**config.mk**
```make
export PLATFORM = sky130hd
export DESIGN_NAME = keyed_slot_table
export DESIGN_NICKNAME = d
export VERILOG_FILES = /design/src/rtl/core/kst_pkg.sv /design/src/rtl/core/kst_ram.sv /design/src/rtl/core/kst_ctrl.sv /design/src/rtl/core/keyed_slot_table.sv
export VERILOG_INCLUDE_DIRS = /design/src /design/src/rtl/core
export SDC_FILE = /design/constraint.sdc
export NUM_CORES = 2
export LEC_CHECK = 0
export BUFFER_PORTS_ARGS = -buffer_cell sky130_fd_sc_hd__buf_2
export CAP_MARGIN = 20
export CORE_ASPECT_RATIO = 1.1
export CORE_MARGIN = 2
export CORE_UTILIZATION = 30
export CTS_BUF_LIST = sky130_fd_sc_hd__clkbuf_8
export DETAILED_ROUTE_END_ITERATION = 8
export PLACE_DENSITY = 0.43
export SLEW_MARGIN = 20
export SYNTH_ARGS = -nofsm -noshare
export SYNTH_HDL_FRONTEND = slang
export SYNTH_SLANG_ARGS = --single-unit
```
**constraint.sdc**
```tcl
create_clock -name i_clk -period 8.6 [get_ports i_clk]
set_input_delay 2.15 -clock i_clk [delete_from_list [all_inputs] [get_ports i_clk]]
set_output_delay 2.15 -clock i_clk [all_outputs]
set_load 0.05 [all_outputs]
```
**src/rtl/core/keyed_slot_table_macros.svh**
```systemverilog
// ============================================================================
// Keyed slot table assertion macros
// Shared concurrent assertion forms, clocked on i_clk and off during reset.
// ============================================================================
`ifndef KEYED_SLOT_TABLE_MACROS_SVH
`define KEYED_SLOT_TABLE_MACROS_SVH

// Same-cycle implication.
`define KST_ASSERT_IMP(name, pre, post, msg) \
    name: assert property (@(posedge i_clk) disable iff (!i_rst_n) (pre) |-> (post)) \
        else $error(msg);

// Next-cycle implication.
`define KST_ASSERT_NEXT(name, pre, post, msg) \
    name: assert property (@(posedge i_clk) disable iff (!i_rst_n) (pre) |=> (post)) \
        else $error(msg);

`endif

```
**src/rtl/core/kst_pkg.sv**
```systemverilog
// ============================================================================
// Keyed slot table package
// Sizes, codes and word types shared by the table's modules.
// ============================================================================
package kst_pkg;

    // Number of slots and the width of a slot number.
    localparam int ENTRIES = 16;
    localparam int IDX_W   = (ENTRIES > 1) ? $clog2(ENTRIES) : 1;
    localparam int KEY_W   = 63;
    localparam int WORD_W  = 64;
    localparam int SLOT_W  = 4;

    typedef logic [IDX_W-1:0]  t_idx;
    typedef logic [KEY_W-1:0]  t_key;
    typedef logic [WORD_W-1:0] t_word;
    typedef logic [SLOT_W-1:0] t_slot;

    localparam t_idx IDX_LAST = t_idx'(ENTRIES - 1);

    typedef enum logic [1:0] {
        OP_ALLOC = 2'd0,
        OP_GET   = 2'd1,
        OP_SET   = 2'd2,
        OP_FREE  = 2'd3
    } t_op;

    typedef enum logic [1:0] {
        ST_DONE    = 2'd0,
        ST_ALREADY = 2'd1,
        ST_FULL    = 2'd2,
        ST_MISSING = 2'd3
    } t_status;

    // Request word.
    typedef struct packed {
        t_op   operation;
        t_key  owner_key;
        t_word data_in;
    } t_req;

    // Result word.
    typedef struct packed {
        t_status status;
        t_word   data_out;
        t_slot   slot_index;
    } t_rsp;

    // Access to the key memory.
    typedef struct packed {
        logic re;
        logic we;
        t_idx addr;
        t_key wdata;
    } t_key_port;

    // Access to the data memory.
    typedef struct packed {
        logic  re;
        logic  we;
        t_idx  addr;
        t_word wdata;
    } t_data_port;

    // The reported slot number is the low SLOT_W bits of the zero-extended slot index.
    function automatic t_slot to_slot_index(input t_idx idx);
        logic [IDX_W+SLOT_W-1:0] ext;
        ext = {{SLOT_W{1'b0}}, idx};
        return ext[SLOT_W-1:0];
    endfunction

endpackage

```
**src/rtl/core/kst_ram.sv**
```systemverilog
// ============================================================================
// Keyed slot table RAM
// Single-port synchronous RAM with a registered read.
// ============================================================================
module kst_ram #(
    parameter int WIDTH = 64,
    parameter int DEPTH = 16,
    parameter int AW    = (DEPTH > 1) ? $clog2(DEPTH) : 1
) (
    input  logic             i_clk,
    input  logic             i_re,
    input  logic             i_we,
    input  logic [AW-1:0]    i_addr,
    input  logic [WIDTH-1:0] i_wdata,
    output logic [WIDTH-1:0] o_rdata
);

    logic [WIDTH-1:0] r_mem [DEPTH];
    logic [WIDTH-1:0] r_rdata;

    // Write and registered read share the one address.
    always_ff @(posedge i_clk) begin
        if (i_we) begin
            r_mem[i_addr] <= i_wdata;
        end
        if (i_re) begin
            r_rdata <= r_mem[i_addr];
        end
    end

    assign o_rdata = r_rdata;

endmodule

```
**src/rtl/core/kst_ctrl.sv**
```systemverilog
// ============================================================================
// Keyed slot table sequencer
// Scans the key memory one slot a cycle, then carries out the command and answers.
// ============================================================================
`include "keyed_slot_table_macros.svh"

module kst_ctrl import kst_pkg::*; (
    input  logic       i_clk,
    input  logic       i_rst_n,
    input  logic       start,
    output logic       busy,
    input  t_req       i_req,
    output logic       o_strobe,
    output t_rsp       o_rsp,
    output t_key_port  o_key_port,
    input  t_key       i_key_rdata,
    output t_data_port o_data_port,
    input  t_word      i_data_rdata
);

    typedef enum logic [4:0] {
        S_IDLE  = 5'b00001,
        S_SCAN  = 5'b00010,
        S_DRAIN = 5'b00100,
        S_EXEC  = 5'b01000,
        S_RESP  = 5'b10000
    } t_state;

    t_state            r_state, n_state;
    logic [ENTRIES-1:0] r_valid, n_valid;
    t_idx              r_addr, n_addr;
    logic              r_cmp_on, n_cmp_on;
    t_idx              r_cmp_idx, n_cmp_idx;
    logic              r_hit, n_hit;
    t_idx              r_hit_idx, n_hit_idx;
    logic              r_free, n_free;
    t_idx              r_free_idx, n_free_idx;
    t_req              r_req, n_req;
    t_status           r_status, n_status;
    t_idx              r_idx, n_idx;
    logic              r_get, n_get;

    // Next-state and memory access logic.
    always_comb begin
        n_state    = r_state;
        n_valid    = r_valid;
        n_addr     = r_addr;
        n_cmp_on   = r_cmp_on;
        n_cmp_idx  = r_cmp_idx;
        n_hit      = r_hit;
        n_hit_idx  = r_hit_idx;
        n_free     = r_free;
        n_free_idx = r_free_idx;
        n_req      = r_req;
        n_status   = r_status;
        n_idx      = r_idx;
        n_get      = r_get;

        o_key_port.re     = (r_state == S_SCAN);
        o_key_port.we     = 1'b0;
        o_key_port.addr   = r_addr;
        o_key_port.wdata  = r_req.owner_key;
        o_data_port.re    = 1'b0;
        o_data_port.we    = 1'b0;
        o_data_port.addr  = (r_req.operation == OP_ALLOC) ? r_free_idx : r_hit_idx;
        o_data_port.wdata = '0;

        // Compare the key read in the previous cycle; keep the lowest hit
        // and the lowest free slot.
        if (r_cmp_on) begin
            if (r_valid[r_cmp_idx] && (i_key_rdata == r_req.owner_key) && !r_hit) begin
                n_hit     = 1'b1;
                n_hit_idx = r_cmp_idx;
            end
            if (!r_valid[r_cmp_idx] && !r_free) begin
                n_free     = 1'b1;
                n_free_idx = r_cmp_idx;
            end
        end

        case (r_state)
            S_IDLE: begin
                if (start) begin
                    n_req    = i_req;
                    n_addr   = '0;
                    n_cmp_on = 1'b0;
                    n_hit    = 1'b0;
                    n_free   = 1'b0;
                    n_state  = S_SCAN;
                end
            end
            S_SCAN: begin
                n_cmp_on  = 1'b1;
                n_cmp_idx = r_addr;
                if (r_addr == IDX_LAST) begin
                    n_state = S_DRAIN;
                end else begin
                    n_addr = r_addr + t_idx'(1);
                end
            end
            S_DRAIN: begin
                n_cmp_on = 1'b0;
                n_state  = S_EXEC;
            end
            S_EXEC: begin
                n_get   = 1'b0;
                n_idx   = '0;
                n_state = S_RESP;
                case (r_req.operation)
                    OP_ALLOC: begin
                        if (r_hit) begin
                            n_status = ST_ALREADY;
                            n_idx    = r_hit_idx;
                        end else if (r_free) begin
                            // Claim the slot with a cleared data word.
                            n_status            = ST_DONE;
                            n_idx               = r_free_idx;
                            n_valid[r_free_idx] = 1'b1;
                            o_key_port.we       = 1'b1;
                            o_key_port.addr     = r_free_idx;
                            o_data_port.we      = 1'b1;
                        end else begin
                            n_status = ST_FULL;
                        end
                    end
                    OP_GET: begin
                        if (r_hit) begin
                            n_status       = ST_DONE;
                            n_idx          = r_hit_idx;
                            n_get          = 1'b1;
                            o_data_port.re = 1'b1;
                        end else begin
                            n_status = ST_MISSING;
                        end
                    end
                    OP_SET: begin
                        if (r_hit) begin
                            n_status          = ST_DONE;
                            n_idx             = r_hit_idx;
                            o_data_port.we    = 1'b1;
                            o_data_port.wdata = r_req.data_in;
                        end else begin
                            n_status = ST_MISSING;
                        end
                    end
                    OP_FREE: begin
                        if (r_hit) begin
                            n_status           = ST_DONE;
                            n_idx              = r_hit_idx;
                            n_valid[r_hit_idx] = 1'b0;
                        end else begin
                            n_status = ST_MISSING;
                        end
                    end
                    default: begin
                        n_status = ST_MISSING;
                    end
                endcase
            end
            S_RESP: begin
                n_state = S_IDLE;
            end
            default: begin
                n_state = S_IDLE;
            end
        endcase
    end

    // Control state is reset; the request and scan results are not.
    always_ff @(posedge i_clk) begin
        if (!i_rst_n) begin
            r_state  <= S_IDLE;
            r_valid  <= '0;
            r_cmp_on <= 1'b0;
        end else begin
            r_state  <= n_state;
            r_valid  <= n_valid;
            r_cmp_on <= n_cmp_on;
        end
        r_addr     <= n_addr;
        r_cmp_idx  <= n_cmp_idx;
        r_hit      <= n_hit;
        r_hit_idx  <= n_hit_idx;
        r_free     <= n_free;
        r_free_idx <= n_free_idx;
        r_req      <= n_req;
        r_status   <= n_status;
        r_idx      <= n_idx;
        r_get      <= n_get;
    end

    // Result word; data only comes back for a successful get.
    assign busy              = (r_state != S_IDLE);
    assign o_strobe          = (r_state == S_RESP);
    assign o_rsp.status      = r_status;
    assign o_rsp.data_out    = r_get ? i_data_rdata : '0;
    assign o_rsp.slot_index  = to_slot_index(r_idx);

    `KST_ASSERT_NEXT(a_accept_busy, start && !busy, busy, "accepted word did not raise busy")
    `KST_ASSERT_IMP(a_resp_after_exec, o_strobe, $past(r_state) == S_EXEC, "result without update step")
    `KST_ASSERT_IMP(a_err_zero, o_strobe && (o_rsp.status == ST_FULL || o_rsp.status == ST_MISSING), o_rsp.slot_index == '0 && o_rsp.data_out == '0, "error result not zeroed")
    `KST_ASSERT_IMP(a_claim_free, o_key_port.we, !r_valid[o_key_port.addr] && r_req.operation == OP_ALLOC, "key written over a live slot")

endmodule

```
**src/rtl/core/keyed_slot_table.sv**
```systemverilog
// ============================================================================
// Keyed slot table
// Associative table of owner keys and data words with allocate, get, set
// and free commands.
// ============================================================================
//
//  Channel   Ports                    Handshake
//  request   start, busy, i_req       taken at an edge with start high, busy low
//  result    o_strobe, o_rsp          valid one cycle with o_strobe, no stall
//
// For each word the key memory's single read port scans one slot per cycle,
// then S_DRAIN finishes the last compare, S_EXEC carries out the command on
// the slot and S_RESP answers.
// busy stays high until the result cycle ends; one word is in work at a time.
// Reset clears the valid bits in flip-flops, so the block needs no clearing
// pass and can accept a word as soon as reset is released.
// The receiver cannot stall; the result is shown for exactly one cycle.
//
module keyed_slot_table import kst_pkg::*; (
    input  logic i_clk,
    input  logic i_rst_n,
    input  logic start,
    output logic busy,
    input  t_req i_req,
    output logic o_strobe,
    output t_rsp o_rsp
);

    t_key_port  key_port;
    t_data_port data_port;
    t_key       key_rdata;
    t_word      data_rdata;

    // Sequencer with the valid bits.
    kst_ctrl u_ctrl (
        .i_clk        (i_clk),
        .i_rst_n      (i_rst_n),
        .start        (start),
        .busy         (busy),
        .i_req        (i_req),
        .o_strobe     (o_strobe),
        .o_rsp        (o_rsp),
        .o_key_port   (key_port),
        .i_key_rdata  (key_rdata),
        .o_data_port  (data_port),
        .i_data_rdata (data_rdata)
    );

    // Owner keys.
    kst_ram #(
        .WIDTH (KEY_W),
        .DEPTH (ENTRIES),
        .AW    (IDX_W)
    ) u_key_ram (
        .i_clk   (i_clk),
        .i_re    (key_port.re),
        .i_we    (key_port.we),
        .i_addr  (key_port.addr),
        .i_wdata (key_port.wdata),
        .o_rdata (key_rdata)
    );

    // Data words.
    kst_ram #(
        .WIDTH (WORD_W),
        .DEPTH (ENTRIES),
        .AW    (IDX_W)
    ) u_data_ram (
        .i_clk   (i_clk),
        .i_re    (data_port.re),
        .i_we    (data_port.we),
        .i_addr  (data_port.addr),
        .i_wdata (data_port.wdata),
        .o_rdata (data_rdata)
    );

endmodule
```
* Yosys cells after proc, flatten, opt, wreduce, memory -nomap -nowiden
Memory sizes are Yosys's and may differ from the RTL's. A register that Yosys moved wholly into a read port is not among the register bits.
Index checks and enable logic that the tools add are counted.
W data, S select, Z words.
** Word-level totals
- Register bits after elaboration :: 176
- Memory bits (writable) :: 2032
- Input port bits :: 132
- Output and inout bits :: 72
- Word-level logic and storage cells :: 116
- Memories kept :: 2
** Memories
- u_data_ram.r_mem :: words 16, bits a word 64, rd ports 1, clocked after memory_dff 1, write ports 1, line kst_ram.sv:18 : logic [WIDTH-1:0] r_mem [DEPTH];
- u_key_ram.r_mem :: words 16, bits a word 63, rd ports 1, clocked after memory_dff 1, write ports 1, line kst_ram.sv:18
** Cells by class
- $add $sub $neg :: 1
- Magnitude comparators :: 5
- Equal/unequal tests :: 17
- Multiplexer cells :: 53
- Bitwise gates (word level) :: 3
- Reductions and logical operators :: 20
** Operator list (number)
- $mux W64 :: 4
- $eq A63 B63 Y1 :: 1
- $mux W16 :: 3
- $pmux W16 S2 :: 1
- $mux W5 :: 6
- $mux W4 :: 6
- $mux W1 :: 20
- $pmux W5 S4 :: 1
- $and A16 B16 Y16 :: 1
- $not A16 Y16 :: 1
- $or A16 B16 Y16 :: 1
- $pmux W4 S2 :: 2
- $lt A4 B5 Y1 const B :: 3
- $reduce_and A2 Y1 :: 5
- $demux W1 S4 :: 2
- $ge A4 B1 Y1 const B :: 2
- $mux W2 :: 4
- $ne A2 B2 Y1 const B :: 4
- $eq A5 B1 Y1 const B :: 1
- $eq A5 B2 Y1 const B :: 1
- $eq A5 B3 Y1 const B :: 1
- $eq A5 B4 Y1 const B :: 1
- $eq A5 B5 Y1 const B :: 1
- $logic_and A1 B1 Y1 :: 5
- 17 further kinds :: 22

* Logic depth before layout (Yosys ltp)
- Depth in word-level cells :: 8
- Depth in mapped cells :: 10
- Mapped depth without buffers :: 8

* Modules after synthesis
From an unflattened synthesis, not the netlist that was laid out.
** Unflattened totals
- Cells, all modules :: 3885
- Area, all modules :: 87780.4 um2
** By module, submodules not included
- kst_ram at u_data_ram :: times used 1, cells an instance 1648, area each 40158.5 um2, sequential area each 32671.3 um2
- kst_ram at u_key_ram :: times used 1, cells an instance 1624, area each 39583.0 um2, sequential area each 32160.8 um2
- kst_ctrl :: times used 1, cells an instance 613, area each 8039.0 um2, sequential area each 5044.8 um2

* Least setup slack after synthesis
OpenSTA, ideal clock, no wires.
- Path type :: reg-to-reg
- Start point :: reg u_ctrl.r_req[128] (netlist name)
- End point :: mem u_key_ram.r_mem[12][0] (netlist name), enable pin
- Setup time :: 0.561 ns
- Arrival time :: 5.525 ns
- Required time :: 8.039 ns
- Setup slack :: 2.514 ns
- Cell stages (with the launch flop) :: 5
- Path buffers :: 1
- Period minus slack after synthesis :: 6.086 ns
- Path through :: edfxtp_1 > nor4b_4 > nand4_2 > buf_4 > nor3_1
** On the way
- Word-level cells in the longest chain between the ends :: 5
** RTL lines
- start: declaration :: line kst_ctrl.sv:38 : t_req r_req, n_req;
- start signal: assignment :: line kst_ctrl.sv:186 : r_req <= n_req;
- $logic_not A2 Y1 * :: line kst_ctrl.sv:109 : case (r_req.operation)
- $mux W5 * :: line kst_ctrl.sv:109
- $mux W5 * :: line kst_ctrl.sv:81 : case (r_state)
- $mux W1 :: line kst_ram.sv:23 : if (i_we) begin
- $mux W1 (not written as such) :: line kst_ram.sv:24 : r_mem[i_addr] <= i_wdata;
- end: declaration :: line kst_ram.sv:18
Mark *: on every way between the ends. The rest lies on a longest branch, timed or not.

* Worst setup path after layout
- Start point :: reg u_ctrl.r_req[128] (netlist name)
- End point :: reg u_key_ram.r_rdata[23] (netlist: u_key_ram.o_rdata[23]), read port of u_key_ram.r_mem (data pin)
** On the way
- Word-level cells in the longest chain between the ends :: 3
** RTL lines
- $logic_not A2 Y1 :: line kst_ctrl.sv:109
- $mux W5 :: line kst_ctrl.sv:109
- $mux W5 :: line kst_ctrl.sv:81
- end: declaration :: line kst_ram.sv:19 : logic [WIDTH-1:0] r_rdata;
No other way between the ends.
A chain may end at the register's enable or synchronous reset.

==> results.py <==
metrics = {
    "global_route": {
        "antenna_found_initial": 32,
        "globalRouteMet2Util_pct": 27.3,
        "grt_pass1_vias": 47400,
        "top_usage_layer": "met2",
        "grt_max_degree": 126,
        "use_met3_pct": 3.26,
        "grt_usage_pct": 16.6,
        "grt_overflow_total": 0,
        "use_met1_pct": 22.4,
        "grt_pass1_wl_um": 353000,
    },
    "routing": {
        "drt_iter0_drc": 3677,
        "final_antenna_net_count": 0,
        "drt-wirelength-per-cell_um": 26.9,
        "dr.pass1.iters": 5,
        "routed-via-count": 46100,
        "drcViolationCount": 0,
        "via_per_inst": 4.94,
        "totalWireLength_um": 251000,
    },
    "clock_tree": {
        "htree_levels": 5,
        "path_clk_slew_ns": 0.06,
        "ctsHoldBuffers": 0,
        "clockRootBuffer": "clkbuf_8",
        "postCtsSetupBuffers": 0,
        "worstSkewPairLatency_ns": 1.10,
        "cts_buffer_depth": 4,
        "cts.sinks": 2335,
        "cts_resized": 0,
        "cts_tree": "yes",
        "cts_inserted_buffers": 400,
    },
    "die": {
        "start_util_pct": 30.1,
        "rows": 207,
        "die_area_sq_um": 294000,
        "core_sq_um": 289000,
        "die_h_um": 568,
        "die_x_um": 517,
        "boundaryPins": 204,
    },
    "logic_synthesis": {
        "ys_types": 59,
        "yosys_warnings": 0,
        "yosysSeqAreaShare_pct": 80.4,
        "synth_xor_area_share_pct": 0.585,
        "synth_ff_type": "edfxtp_1",
        "synth_compound_area_share_pct": 8.40,
        "synth_fp_nets": 4849,
        "synth_top_family_by_area": "compound AO/OA/AOI/OAI gates",
        "synth_area_per_cell_sq_um": 18.4,
        "synthMuxAreaShare_pct": 5.95,
        "syn_inst": 4715,
        "syn_area_sq_um": 86900,
        "ys_ff_latch": 2335,
        "synthAdderAreaFrac_pct": 0.0288,
        "synth_simple_gate_area_share_pct": 3.08,
        "synth-edff-count": 2311,
        "async_reset_ff_share_pct": 0,
    },
    "layout": {
        "fillerInstances": 27500,
        "seq_area_sq_um": 69900,
        "layout.cells.non_filler": 9342,
        "area_delta_synth_final_pct": 15.2,
        "fin_util_pct": 34.7,
        "mostFrequentLayoutCells": "edfxtp_1 (2,311), a22oi_1 (512), mux2i_1 (504)",
        "final_common_cell": "edfxtp_1",
        "fin_area_sq_um": 100000,
        "multi_input_area_sq_um": 16000,
        "drive_above_1_share_pct": 15.6,
        "finish.net_count": 5290,
    },
    "timing": {
        "max_freq_mhz": 196,
        "setup_viol_count_final": 0,
        "slew_headroom_pct": 22.5,
        "worst_pin_slew_ns": 1.16,
        "drv_slew": 0,
        "finalCritPeriodShare_pct": 59.4,
        "clock_skew_ns": 0.132,
        "setup_tns_ns": 0,
        "hold_violations": 0,
        "min_period_ns": 5.11,
        "grt_setup_unrepaired": "no",
        "timing.final.ws_setup_ns": 3.49,
    },
    "power_and_ir_drop": {
        "p_leak_nw": 35.4,
        "powerDensity_nw_per_um2": 227,
        "ir_worst_vdd_mv": 0.118,
    },
    "place": {
        "dp.cells": 8619,
        "pre_cts_ws_ns": 3.52,
        "placed_area_sq_um": 92800,
        "gp_congestion": 0.748,
        "dp.final_hpwl_um": 125000,
        "io_buffers": 203,
    },
    "worst_setup_path": {
        "critPathKind": "flip-flop to flip-flop",
        "cp_slowest_cell": "mux2i_4",
        "cp.required_ns": 9.36,
        "cpMostUsedCell": "buf_12",
        "cp-start-kind": "flip-flop",
        "crit_arrival_ns": 5.86,
        "critPathMaxFanout": 79,
        "crit_chain": "nor4b_4 > nand4_2 > mux2i_4 > buf_12 > buf_12 > mux2i_1 > o22ai_1 > or4_1",
        "cp_slowest_stage_delay_ns": 0.91,
        "end_kind": "flip-flop",
    },
    "outcome": {
        "status": "finished, final reports clean",
    },
    "hold_path": {
        "hold_class": "flip-flop to flip-flop",
    },
    "job": {
        "cap_violations": 0,
    },
}
[kinds of logic after synthesis]
| logic type | after synthesis |
|---|---|
| DFF | 2335 |
| AOI/OAI and AO/OA | 1093 |
| muxes | 510 |
| and+or+nand+nor | 425 |
| buffers and inverters | 292 |
| xor gates and xnor gates | 58 |
| adders and majority gates | 2 |
[cells in the mapped netlist, types with 5 or more instances]
cell type | number | area, sq um
nor2b_1 | 13 | 81.3
dfxtp_1 | 24 | 480
buf_2 | 119 | 596
a21boi_0 | 9 | 67.6
a21oi_1 | 261 | 1310
a22oi_1 | 512 | 3840
xnor2_1 | 24 | 210
buf_6 | 7 | 78.8
o21ai_0 | 27 | 135
mux4_2 | 5 | 113
nor3b_1 | 7 | 52.6
a22o_1 | 5 | 43.8
mux2i_1 | 505 | 5050
nor3_1 | 11 | 55.1
nor2_1 | 45 | 169
nor4_1 | 11 | 68.8
inv_1 | 17 | 63.8
buf_4 | 8 | 60.1
xor2_1 | 34 | 298
buf_1 | 20 | 75.1
nand2_1 | 22 | 82.6
or4_1 | 127 | 953
clkbuf_1 | 120 | 450
nand3_1 | 15 | 75.1
nand2b_1 | 6 | 37.5
o22ai_1 | 253 | 1580
and2_1 | 137 | 857
nand4_1 | 9 | 56.3
edfxtp_1 | 2311 | 69400
[registers in the layout, indices dropped and copies added (netlist names), 5 cells and up]
signal and flops:
u_data_ram.o_rdata 64, u_key_ram.o_rdata 63, u_key_ram.r_mem 1008, u_ctrl.o_key_port 63
u_data_ram.r_mem 1024, u_ctrl.r_state 5, u_ctrl.r_valid 16, u_ctrl.r_req 66
[stage by stage]
stage | power [mW] | hold slack [ns]
6_report | 22.7 | 0.482
5_1_grt | 23.6 | 0.504
4_1_cts | 23.0 | 0.482
3_5_place_dp | 13.8 | 0.473
3_3_place_gp | 13.8 | 0.470
2_1_floorplan | 13.4 | 0.424
[power breakdown]
group	internal [mW]	total (mW)	switching (mW)	leakage (nW)
combinational	0.281	0.846	0.565	7.39
clock	4.56	9.18	4.62	4.24
sequential	12.6	12.7	0.133	23.7
total	17.4	22.7	5.32	35.4
[layout make-up]
class / count / area share (%)
Inverter: 17 / 0.0738
Clock buffer: 413 / 5.68
Clock inverter: 295 / 1.55
Multi-Input combinational cell: 2088 / 16.0
Timing Repair Buffer: 314 / 1.99
Sequential cell: 2335 / 69.8
Tap cell: 3866 / 4.83
Antenna cell: 14 / 0.0350
[per-layer routing]
metal / part of all wire (%) / routed length, um
met1: 44 / 111000
met2: 48 / 121000
met3: 5.5 / 13900
met4: 2.2 / 5590
met5: 0.047 / 117
[worst paths after layout]
kind | startpoint | end | slack [ns] | cells past startpoint
worst min-delay path | u_ctrl.r_valid[2]$_SDFFE_PN0P_ | u_ctrl.r_valid[2]$_SDFFE_PN0P_ | 0.48 | 2
worst min register to register | u_ctrl.r_valid[2]$_SDFFE_PN0P_ | u_ctrl.r_valid[2]$_SDFFE_PN0P_ | 0.48 | 2
worst max-delay path | u_ctrl.r_req[128]$_DFFE_PP_ | u_key_ram.o_rdata[23]$_DFFE_PP_ | 3.49 | 8
worst max register to register | u_ctrl.r_req[128]$_DFFE_PP_ | u_key_ram.o_rdata[23]$_DFFE_PP_ | 3.49 | 8
[worst max-delay path, delay by kind of cell, from the launching register on]
kind	cells	cell delay, ns
and+or+nand+nor	3	1.83
buffers and inverters	2	0.95
muxes	2	1.18
AOI/OAI and AO/OA	1	0.09
DFF	1	0.50
(Power assumes the default switching activity.)
